===== config.mk =====
export PLATFORM = sky130hd
export DESIGN_NAME = murmur3_32_hash
export DESIGN_NICKNAME = d
export VERILOG_FILES = /design/src/hdl/mm3_pkg.sv /design/src/hdl/mm3_front.sv /design/src/hdl/mm3_fifo.sv /design/src/hdl/mm3_back.sv /design/src/hdl/murmur3_32_hash.sv
export VERILOG_INCLUDE_DIRS = /design/src /design/src/hdl
export SDC_FILE = /design/constraint.sdc
export NUM_CORES = 2
export LEC_CHECK = 0
export BUFFER_PORTS_ARGS = -buffer_cell sky130_fd_sc_hd__buf_2
export CAP_MARGIN = 20
export CORE_AREA = 8 8 380 382
export CTS_CLUSTER_DIAMETER = 100
export DETAILED_ROUTE_END_ITERATION = 10
export DIE_AREA = 0 0 388 390
export SETUP_SLACK_MARGIN = 0.1
export SYNTH_ARGS = -nofsm -noshare
export SYNTH_HDL_FRONTEND = slang
export SYNTH_SLANG_ARGS = --single-unit
export TNS_END_PERCENT = 30

===== constraint.sdc =====
create_clock -name i_clk -period 8.45 [get_ports i_clk]
set_input_delay 1.69 -clock i_clk [delete_from_list [all_inputs] [get_ports i_clk]]
set_output_delay 1.69 -clock i_clk [all_outputs]
set_load 0.01 [all_outputs]

===== src/hdl/murmur3_32_hash_defines.svh =====
// ----------------------------------------------------------------------------
// MurmurHash3 x86_32 stream hasher: assertion macros
// Shared concurrent assertion forms; defining ASSERT_OFF leaves them empty.
// ----------------------------------------------------------------------------
`ifndef MURMUR3_32_HASH_DEFINES_SVH
`define MURMUR3_32_HASH_DEFINES_SVH

`ifndef ASSERT_OFF

// Same-cycle implication, disabled while reset is asserted.
`define MM3_ASSERT_IMP(lbl, clk, rst_n, ante, cons) \
    lbl: assert property (@(posedge clk) disable iff (!rst_n) (ante) |-> (cons)) \
        else $error("%m: same-cycle check failed");

// Next-cycle implication, disabled while reset is asserted.
`define MM3_ASSERT_NXT(lbl, clk, rst_n, ante, cons) \
    lbl: assert property (@(posedge clk) disable iff (!rst_n) (ante) |=> (cons)) \
        else $error("%m: next-cycle check failed");

`else

`define MM3_ASSERT_IMP(lbl, clk, rst_n, ante, cons)
`define MM3_ASSERT_NXT(lbl, clk, rst_n, ante, cons)

`endif

`endif


===== src/hdl/mm3_pkg.sv =====
// ----------------------------------------------------------------------------
// MurmurHash3 x86_32 package
// Constants, queue item type, status type and bit helpers shared by the hasher.
// ----------------------------------------------------------------------------
package mm3_pkg;

    // Mixing and finalization constants of the algorithm.
    localparam logic [31:0] MM3_C1 = 32'hcc9e2d51;
    localparam logic [31:0] MM3_C2 = 32'h1b873593;
    localparam logic [31:0] MM3_N  = 32'he6546b64;
    localparam logic [31:0] MM3_F1 = 32'h85ebca6b;
    localparam logic [31:0] MM3_F2 = 32'hc2b2ae35;

    // Byte count of a whole block.
    localparam logic [2:0] MM3_BYTES_FULL = 3'd4;

    // Default depth of the queue between front and back (at least 2).
    localparam int MM3_QDEPTH = 4;

    // Register map.
    localparam int          MM3_ADDR_W    = 2;
    localparam logic [1:0]  MM3_ADDR_SEED = 2'd0;

    // One scrambled word on its way from front to back.
    typedef struct packed {
        logic [31:0] k;     // scrambled key (masked for a tail)
        logic [2:0]  cnt;   // bytes this item adds, 0 to 4
        logic        last;  // final item of its message
    } t_mm3_item;

    // Back-end status seen by the top level.
    typedef struct packed {
        logic pop;       // an item leaves the queue this cycle
        logic fin_busy;  // a hash is being finalized or waits at the output
    } t_mm3_back_sts;

    function automatic logic [31:0] mm3_rotl15(input logic [31:0] x);
        return {x[16:0], x[31:17]};
    endfunction

    function automatic logic [31:0] mm3_rotl13(input logic [31:0] x);
        return {x[18:0], x[31:19]};
    endfunction

    // Keeps the low cnt bytes of a word; a count of four keeps all of it.
    function automatic logic [31:0] mm3_byte_mask(input logic [2:0] cnt);
        logic [31:0] m;
        m = ~({32{1'b1}} << {cnt[1:0], 3'b000});
        if (cnt == MM3_BYTES_FULL) begin
            m = {32{1'b1}};
        end
        return m;
    endfunction

endpackage


===== src/hdl/mm3_front.sv =====
// ----------------------------------------------------------------------------
// MurmurHash3 front end
// Accepts input items, settles their byte count, masks tail bytes and runs
// the two-multiply key scramble over two registered stages into the queue.
// ----------------------------------------------------------------------------
module mm3_front #(
    parameter int DEPTH = mm3_pkg::MM3_QDEPTH
) (
    input  logic                           i_clk,
    input  logic                           i_rst_n,
    input  logic                           i_valid,
    output logic                           o_ready,
    input  logic [31:0]                    i_data_word,
    input  logic [2:0]                     i_byte_count,
    input  logic                           i_last,
    input  logic [$clog2(DEPTH+1)-1:0]     i_q_count,
    output logic                           o_push,
    output mm3_pkg::t_mm3_item             o_item,
    output logic [1:0]                     o_pipe_cnt
);
    import mm3_pkg::*;

    localparam int CNT_W = $clog2(DEPTH + 1);
    localparam logic [CNT_W:0] DEPTH_L = (CNT_W + 1)'(DEPTH);

    logic               w_accept;
    logic [2:0]         w_cnt;
    logic [31:0]        w_masked;
    logic [CNT_W:0]     w_occupancy;

    logic               r_s1_v;
    logic [31:0]        r_s1_prod;
    logic [2:0]         r_s1_cnt;
    logic               r_s1_last;
    logic               r_s2_v;
    t_mm3_item          r_s2_item;

    // Items in the two stages plus the queue never exceed the queue depth,
    // so a pushed item always finds room.
    assign w_occupancy = {1'b0, i_q_count} + (CNT_W + 1)'(r_s1_v) + (CNT_W + 1)'(r_s2_v);
    assign o_ready     = (w_occupancy < DEPTH_L);
    assign w_accept    = i_valid && o_ready;

    // A non-last item is always a whole block; a last one saturates at four.
    always_comb begin
        if (!i_last || (i_byte_count > MM3_BYTES_FULL)) begin
            w_cnt = MM3_BYTES_FULL;
        end else begin
            w_cnt = i_byte_count;
        end
    end

    assign w_masked = i_data_word & mm3_byte_mask(w_cnt);

    // Stage valid bits.
    always_ff @(posedge i_clk) begin
        if (!i_rst_n) begin
            r_s1_v <= 1'b0;
            r_s2_v <= 1'b0;
        end else begin
            r_s1_v <= w_accept;
            r_s2_v <= r_s1_v;
        end
    end

    // First multiply of the scramble.
    always_ff @(posedge i_clk) begin
        if (w_accept) begin
            r_s1_prod <= w_masked * MM3_C1;
            r_s1_cnt  <= w_cnt;
            r_s1_last <= i_last;
        end
    end

    // Rotate and second multiply.
    always_ff @(posedge i_clk) begin
        if (r_s1_v) begin
            r_s2_item.k    <= mm3_rotl15(r_s1_prod) * MM3_C2;
            r_s2_item.cnt  <= r_s1_cnt;
            r_s2_item.last <= r_s1_last;
        end
    end

    assign o_push     = r_s2_v;
    assign o_item     = r_s2_item;
    assign o_pipe_cnt = 2'(r_s1_v) + 2'(r_s2_v);

endmodule


===== src/hdl/mm3_fifo.sv =====
// ----------------------------------------------------------------------------
// MurmurHash3 item queue
// Small first-in first-out buffer of scrambled items between front and back.
// ----------------------------------------------------------------------------
module mm3_fifo #(
    parameter int DEPTH = mm3_pkg::MM3_QDEPTH
) (
    input  logic                           i_clk,
    input  logic                           i_rst_n,
    input  logic                           i_push,
    input  mm3_pkg::t_mm3_item             i_item,
    input  logic                           i_pop,
    output logic                           o_valid,
    output mm3_pkg::t_mm3_item             o_item,
    output logic [$clog2(DEPTH+1)-1:0]     o_count
);
    import mm3_pkg::*;

    localparam int PTR_W = $clog2(DEPTH);
    localparam int CNT_W = $clog2(DEPTH + 1);
    localparam logic [PTR_W-1:0] PTR_LAST = PTR_W'(DEPTH - 1);

    t_mm3_item          r_mem [DEPTH];
    logic [PTR_W-1:0]   r_wr_ptr;
    logic [PTR_W-1:0]   r_rd_ptr;
    logic [CNT_W-1:0]   r_count;
    logic [CNT_W-1:0]   n_count;

    // Storage, written at the write pointer.
    always_ff @(posedge i_clk) begin
        if (i_push) begin
            r_mem[r_wr_ptr] <= i_item;
        end
    end

    // Fill count follows pushes and pops.
    always_comb begin
        n_count = r_count;
        if (i_push && !i_pop) begin
            n_count = r_count + 1'b1;
        end else if (!i_push && i_pop) begin
            n_count = r_count - 1'b1;
        end
    end

    // Pointers wrap at the depth.
    always_ff @(posedge i_clk) begin
        if (!i_rst_n) begin
            r_wr_ptr <= '0;
            r_rd_ptr <= '0;
            r_count  <= '0;
        end else begin
            r_count <= n_count;
            if (i_push) begin
                r_wr_ptr <= (r_wr_ptr == PTR_LAST) ? '0 : r_wr_ptr + 1'b1;
            end
            if (i_pop) begin
                r_rd_ptr <= (r_rd_ptr == PTR_LAST) ? '0 : r_rd_ptr + 1'b1;
            end
        end
    end

    assign o_valid = (r_count != '0);
    assign o_item  = r_mem[r_rd_ptr];
    assign o_count = r_count;

endmodule


===== src/hdl/mm3_back.sv =====
// ----------------------------------------------------------------------------
// MurmurHash3 back end
// Runs the hash recurrence on queued items, tracks the byte length, and
// finalizes a message through a registered avalanche into the output register.
// ----------------------------------------------------------------------------
module mm3_back (
    input  logic                   i_clk,
    input  logic                   i_rst_n,
    input  logic [31:0]            i_seed,
    input  logic                   i_q_valid,
    input  mm3_pkg::t_mm3_item     i_q_item,
    output logic                   o_pop,
    output mm3_pkg::t_mm3_back_sts o_sts,
    output logic                   o_valid,
    input  logic                   i_ready,
    output logic [31:0]            o_hash_value
);
    import mm3_pkg::*;

    logic           w_fin_busy;
    logic [31:0]    w_base_h;
    logic [31:0]    w_base_len;
    logic [31:0]    w_rot;
    logic [31:0]    w_mixed;
    logic [31:0]    w_h1;
    logic [31:0]    w_len1;
    logic [31:0]    w_x;
    logic [31:0]    w_a;
    logic [31:0]    w_b;

    logic           r_in_msg;
    logic [31:0]    r_hash;
    logic [31:0]    r_len;
    logic           r_f0_v;
    logic           r_f1_v;
    logic           r_f2_v;
    logic           r_out_v;
    logic [31:0]    r_fin_h;
    logic [31:0]    r_fin_len;
    logic [31:0]    r_f1_p;
    logic [31:0]    r_f2_p;
    logic [31:0]    r_out;

    // Only one message is finalized at a time; a last item waits for it.
    assign w_fin_busy = r_f0_v || r_f1_v || r_f2_v || r_out_v;
    assign o_pop      = i_q_valid && (!i_q_item.last || !w_fin_busy);

    // A new message starts from the seed and a zero length.
    assign w_base_h   = r_in_msg ? r_hash : i_seed;
    assign w_base_len = r_in_msg ? r_len : '0;

    // Block step: rotate, then times five plus the constant.
    assign w_rot   = mm3_rotl13(w_base_h ^ i_q_item.k);
    assign w_mixed = w_rot + {w_rot[29:0], 2'b00} + MM3_N;

    // A whole block mixes fully, a tail only XORs in, an empty tail adds nothing.
    always_comb begin
        if (i_q_item.cnt == MM3_BYTES_FULL) begin
            w_h1 = w_mixed;
        end else if (i_q_item.cnt == 3'd0) begin
            w_h1 = w_base_h;
        end else begin
            w_h1 = w_base_h ^ i_q_item.k;
        end
    end

    assign w_len1 = w_base_len + 32'(i_q_item.cnt);

    // Message tracking and finalization valid bits.
    always_ff @(posedge i_clk) begin
        if (!i_rst_n) begin
            r_in_msg <= 1'b0;
            r_f0_v   <= 1'b0;
            r_f1_v   <= 1'b0;
            r_f2_v   <= 1'b0;
            r_out_v  <= 1'b0;
        end else begin
            if (o_pop) begin
                r_in_msg <= !i_q_item.last;
            end
            r_f0_v <= o_pop && i_q_item.last;
            r_f1_v <= r_f0_v;
            r_f2_v <= r_f1_v;
            if (r_f2_v) begin
                r_out_v <= 1'b1;
            end else if (i_ready) begin
                r_out_v <= 1'b0;
            end
        end
    end

    // Running hash and length, or the values handed to finalization.
    always_ff @(posedge i_clk) begin
        if (o_pop) begin
            if (i_q_item.last) begin
                r_fin_h   <= w_h1;
                r_fin_len <= w_len1;
            end else begin
                r_hash <= w_h1;
                r_len  <= w_len1;
            end
        end
    end

    // Avalanche: one multiply in each of the F1 and F2 stages, none in the output stage.
    assign w_x = r_fin_h ^ r_fin_len;
    assign w_a = w_x ^ (w_x >> 16);
    assign w_b = r_f1_p ^ (r_f1_p >> 13);

    always_ff @(posedge i_clk) begin
        if (r_f0_v) begin
            r_f1_p <= w_a * MM3_F1;
        end
        if (r_f1_v) begin
            r_f2_p <= w_b * MM3_F2;
        end
        if (r_f2_v) begin
            r_out <= r_f2_p ^ (r_f2_p >> 16);
        end
    end

    assign o_valid      = r_out_v;
    assign o_hash_value = r_out;
    assign o_sts.pop      = o_pop;
    assign o_sts.fin_busy = w_fin_busy;

endmodule


===== src/hdl/murmur3_32_hash.sv =====
// Usage: MurmurHash3 x86_32 over a stream of little-endian 32-bit words.
// Input channel: i_valid/o_ready with i_data_word, i_byte_count and i_last.
// Each non-last item is one whole four-byte block; the last item carries 0 to
// 4 valid bytes (larger counts act as 4). Output channel: o_valid/i_ready with
// o_hash_value, one item per message. The seed register at address 0 of the
// APB port is loaded at the start of each message; write it only while idle.
// Throughput: one input item per cycle while o_ready stays high, set by the
// two-stage scramble in the front end feeding the hash recurrence in the
// back end. After its last item is accepted, the hash passes the front
// stages, the queue and the registered avalanche into the output register.
// One message is finalized at a time, so a last item waits in the queue
// until the previous hash is taken.
// Reset clears the queue, the pipelines and the message state; the seed
// returns to zero. When the receiver stalls, the hash holds at the output,
// the queue fills and o_ready drops once QUEUE_DEPTH items are in flight.
// ----------------------------------------------------------------------------
// MurmurHash3 x86_32 stream hasher, top level
// Configuration port, front end, item queue and back end with assertions.
// ----------------------------------------------------------------------------
`include "murmur3_32_hash_defines.svh"

module murmur3_32_hash #(
    parameter int QUEUE_DEPTH = mm3_pkg::MM3_QDEPTH
) (
    input  logic                            i_clk,
    input  logic                            i_rst_n,
    // Configuration port
    input  logic                            psel,
    input  logic                            penable,
    input  logic                            pwrite,
    input  logic [mm3_pkg::MM3_ADDR_W-1:0]  paddr,
    input  logic [31:0]                     pwdata,
    output logic [31:0]                     prdata,
    output logic                            pready,
    // Input channel
    input  logic                            i_valid,
    output logic                            o_ready,
    input  logic [31:0]                     i_data_word,
    input  logic [2:0]                      i_byte_count,
    input  logic                            i_last,
    // Output channel
    output logic                            o_valid,
    input  logic                            i_ready,
    output logic [31:0]                     o_hash_value
);
    import mm3_pkg::*;

    localparam int CNT_W = $clog2(QUEUE_DEPTH + 1);
    localparam logic [CNT_W:0] DEPTH_L = (CNT_W + 1)'(QUEUE_DEPTH);

    logic [31:0]        r_seed;
    logic               w_cfg_wr;
    logic               w_push;
    t_mm3_item          w_push_item;
    logic [1:0]         w_pipe_cnt;
    logic               w_q_valid;
    t_mm3_item          w_q_item;
    logic [CNT_W-1:0]   w_q_count;
    logic               w_pop;
    t_mm3_back_sts      w_back_sts;
    logic [CNT_W:0]     w_inflight;

    // Seed register.
    assign pready   = 1'b1;
    assign w_cfg_wr = psel && penable && pwrite && pready && (paddr == MM3_ADDR_SEED);
    assign prdata   = (paddr == MM3_ADDR_SEED) ? r_seed : '0;

    always_ff @(posedge i_clk) begin
        if (!i_rst_n) begin
            r_seed <= '0;
        end else if (w_cfg_wr) begin
            r_seed <= pwdata;
        end
    end

    mm3_front #(
        .DEPTH (QUEUE_DEPTH)
    ) u_front (
        .i_clk        (i_clk),
        .i_rst_n      (i_rst_n),
        .i_valid      (i_valid),
        .o_ready      (o_ready),
        .i_data_word  (i_data_word),
        .i_byte_count (i_byte_count),
        .i_last       (i_last),
        .i_q_count    (w_q_count),
        .o_push       (w_push),
        .o_item       (w_push_item),
        .o_pipe_cnt   (w_pipe_cnt)
    );

    mm3_fifo #(
        .DEPTH (QUEUE_DEPTH)
    ) u_fifo (
        .i_clk   (i_clk),
        .i_rst_n (i_rst_n),
        .i_push  (w_push),
        .i_item  (w_push_item),
        .i_pop   (w_pop),
        .o_valid (w_q_valid),
        .o_item  (w_q_item),
        .o_count (w_q_count)
    );

    mm3_back u_back (
        .i_clk        (i_clk),
        .i_rst_n      (i_rst_n),
        .i_seed       (r_seed),
        .i_q_valid    (w_q_valid),
        .i_q_item     (w_q_item),
        .o_pop        (w_pop),
        .o_sts        (w_back_sts),
        .o_valid      (o_valid),
        .i_ready      (i_ready),
        .o_hash_value (o_hash_value)
    );

    // Items held in the front stages and the queue together.
    assign w_inflight = {1'b0, w_q_count} + (CNT_W + 1)'(w_pipe_cnt);

    // The front end never overfills the queue.
    `MM3_ASSERT_IMP(a_no_overfill, i_clk, i_rst_n, 1'b1, w_inflight <= DEPTH_L)
    // A last item leaves the queue only when no hash is being finalized.
    `MM3_ASSERT_IMP(a_one_final, i_clk, i_rst_n, w_back_sts.pop && w_q_item.last,
                    !w_back_sts.fin_busy)
    // The back end pops only items that are there.
    `MM3_ASSERT_IMP(a_pop_valid, i_clk, i_rst_n, w_back_sts.pop, w_q_valid)
    // Popping a last item starts finalization in the next cycle.
    `MM3_ASSERT_NXT(a_fin_start, i_clk, i_rst_n, w_back_sts.pop && w_q_item.last,
                    w_back_sts.fin_busy)

endmodule

==> metrics.txt <==
post-synthesis compound-gate area fraction under 10%; post-synthesis mux area share about 2.2%; CTS-repair resized insts 0; max reg flops between 100 and 150; Die W about 390 microns; dpl cells roughly 6900; EDFF count, synth 440; global-route wire length before repair between 200 and 250 mm; CP max FO 6; setup TNS 0 ns; Layout Nets around 7000; antenna violations before repair 6; Synth top cells by count inv_1 (1351), ha_1 (814), fa_1 (731); Die Y 390 microns; CTS Hold Buffers Added 0; Port Buffers around 140; Final period util between 90% and 100%; Synth area leader fa_1; HP Class reg2reg; post-synth cell types slightly above 80; max cap viols 0; final hold violations 0; largest family of logic cells by synthesized area adder cells; # clock sinks between 400 and 500; Initial Util 39.5%; Util after Layout 43.6%; Synth Flop Type edfxtp_1; die area roughly 0.15 sq mm; htree depth 2; top area cells in the synthesized netlist fa_1 (27%), edfxtp_1 (24%), ha_1 (19%); post-synthesis sequential area ratio 25.9%; crit path DAT a little over 8 ns; Post-Route WL between 100 and 150 mm; cells after synthesis ~4900; CORE AREA 0.139 sq mm; clock tree buffer depth 3; Clock Pin Slew Worst Setup and Hold Paths 0.06 ns; root buffer selected by CTS clkbuf_16; CP Launch Type flop; CTS tree yes; asr flop ratio synth 0%; fmax 129 MHz; largest net degree at the start of global routing 66; Yosys reg bits roughly 500; syn avg cell area 11.1 sq um; GRT Util Overall roughly 18%; Finish-stage setup viols 0; Data required, critical path around 8.8 ns; post-synthesis adder-cell area fraction 45.3%; GRT overflow 0; status completed; relative slew slack between 20% and 30%; post-route DRC violation count 0; XOR/XNOR Fraction of Synth Area under 10%; Pins Over Slew Limit 0; post-route insts no fill roughly 7000; Syn Std Cell Area around 0.055 sq mm; skew final 0.0701 ns; DRT antenna net count 0; vias in the first global route about 36000; most numerous cell in the Yosys netlist inv_1; Tmin final just under 8 ns; DP HPWL between 100 and 150 mm; Crit Path Category reg2reg; RSZ-0062 raised after global routing false; Synthesized Nets 6552; share of cells above drive strength 1 8.08%; via count 34100; Fin Hold WS approximately 0.48 ns; DR vias/cell slightly below 5; post-CTS setup buffers 0; Critical Path Sink Type flop; Worst-Margin Slew ~1.1 ns; proportion of netlist area held by the largest area contributor a little over a quarter; drt pass-1 iters 5; clk_lat worst skew 0.67 ns; WL/cell ~19 microns; Top reg by flops u_fifo.r_mem; Ys Warns 0; Simple-Gate Fraction of Synth Area roughly 5%; row cnt ~140; I/O pin cnt roughly 140; synthesis-to-layout area growth 10.3%; Placer Congestion roughly 0.94; Num CTS Buffers 60; 1st-iter DRT viols ~1900
## worst max-delay path: stages (launching register included)
cell	delay, ns
edfxtp_1	0.64
xor2_1	0.39
ha_1	0.26
inv_1	0.09
fa_1	0.43
inv_1	0.09
fa_1	0.43
fa_1	0.47
fa_1	0.52
inv_1	0.06
fa_1	0.50
fa_1	0.52
inv_1	0.06
fa_1	0.44
ha_1	0.36
and3_1	0.25
a2111oi_1	0.51
o2bb2ai_1	0.33
o21ai_1	0.28
a2111oi_1	0.45
o21bai_1	0.12
a21oi_1	0.19
xnor2_1	0.11
## final cells by class
cell class / count / area (sq um)
fill: 13100 / 78100
antenna: 1 / 2.50
inverter: 1351 / 5070
tap: 1807 / 2260
clock inverter: 39 / 360
clock buffer: 75 / 1650
multi-input combinational: 3031 / 35300
sequential: 488 / 14200
timing repair buffer: 254 / 1560
## metal layers
metal | routed length (microns) | global-route usage (%)
met5 | 0 | 0
met4 | 3480 | 4.29
met3 | 6020 | 2.31
met2 | 66200 | 31.1
met1 | 59500 | 23.7
## cells by family (layout without fill, tap and decap cells)
kind of cell | Yosys count | in the layout
simple gates | 547 | 547
mux | 73 | 73
fa+ha+maj | 1545 | 1545
flops | 488 | 488
compound gates | 458 | 458
other cells | 1 | 2
buf+inv | 1411 | 1719
xor+xnor | 407 | 407
## worst paths after layout
| path | startpoint | to | slack [ns] | depth (start not counted) |
|---|---|---|---|---|
| setup / recovery | u_back.r_f1_p[19]$_DFFE_PP_ | u_back.r_f2_p[30]$_DFFE_PP_ | 0.67 | 22 |
| hold / removal | u_back.r_f2_p[22]$_DFFE_PP_ | u_back.o_hash_value[22]$_DFFE_PP_ | 0.48 | 0 |
| setup reg to reg | u_back.r_f1_p[19]$_DFFE_PP_ | u_back.r_f2_p[30]$_DFFE_PP_ | 0.67 | 22 |
| hold reg to reg | u_back.r_f2_p[22]$_DFFE_PP_ | u_back.o_hash_value[22]$_DFFE_PP_ | 0.48 | 0 |
## stage by stage
stage	setup WS, ns	cell area [sq um]
2_1_floorplan	0.134	54800
3_3_place_gp	0.0510	58400
3_5_place_dp	0.0132	58400
4_1_cts	0.666	60400
5_1_grt	0.286	60400
6_report	0.669	60400
## layout by cell type (no fill, tap or decap), types with 62 or more instances in the layout
| cell type | count |
|---|---|
| xor2_1 | 115 |
| inv_1 | 1351 |
| fa_1 | 731 |
| o21ai_0 | 77 |
| buf_4 | 111 |
| nor2_1 | 104 |
| xnor2_1 | 290 |
| a21oi_1 | 122 |
| nand2_1 | 188 |
| and2_1 | 73 |
| ha_1 | 814 |
| clkbuf_16 | 62 |
| buf_2 | 142 |
| edfxtp_1 | 440 |
Power is left out: the tool's default activity adds up to more than one toggle a clock period on the data nets, which glitch-free logic cannot reach.
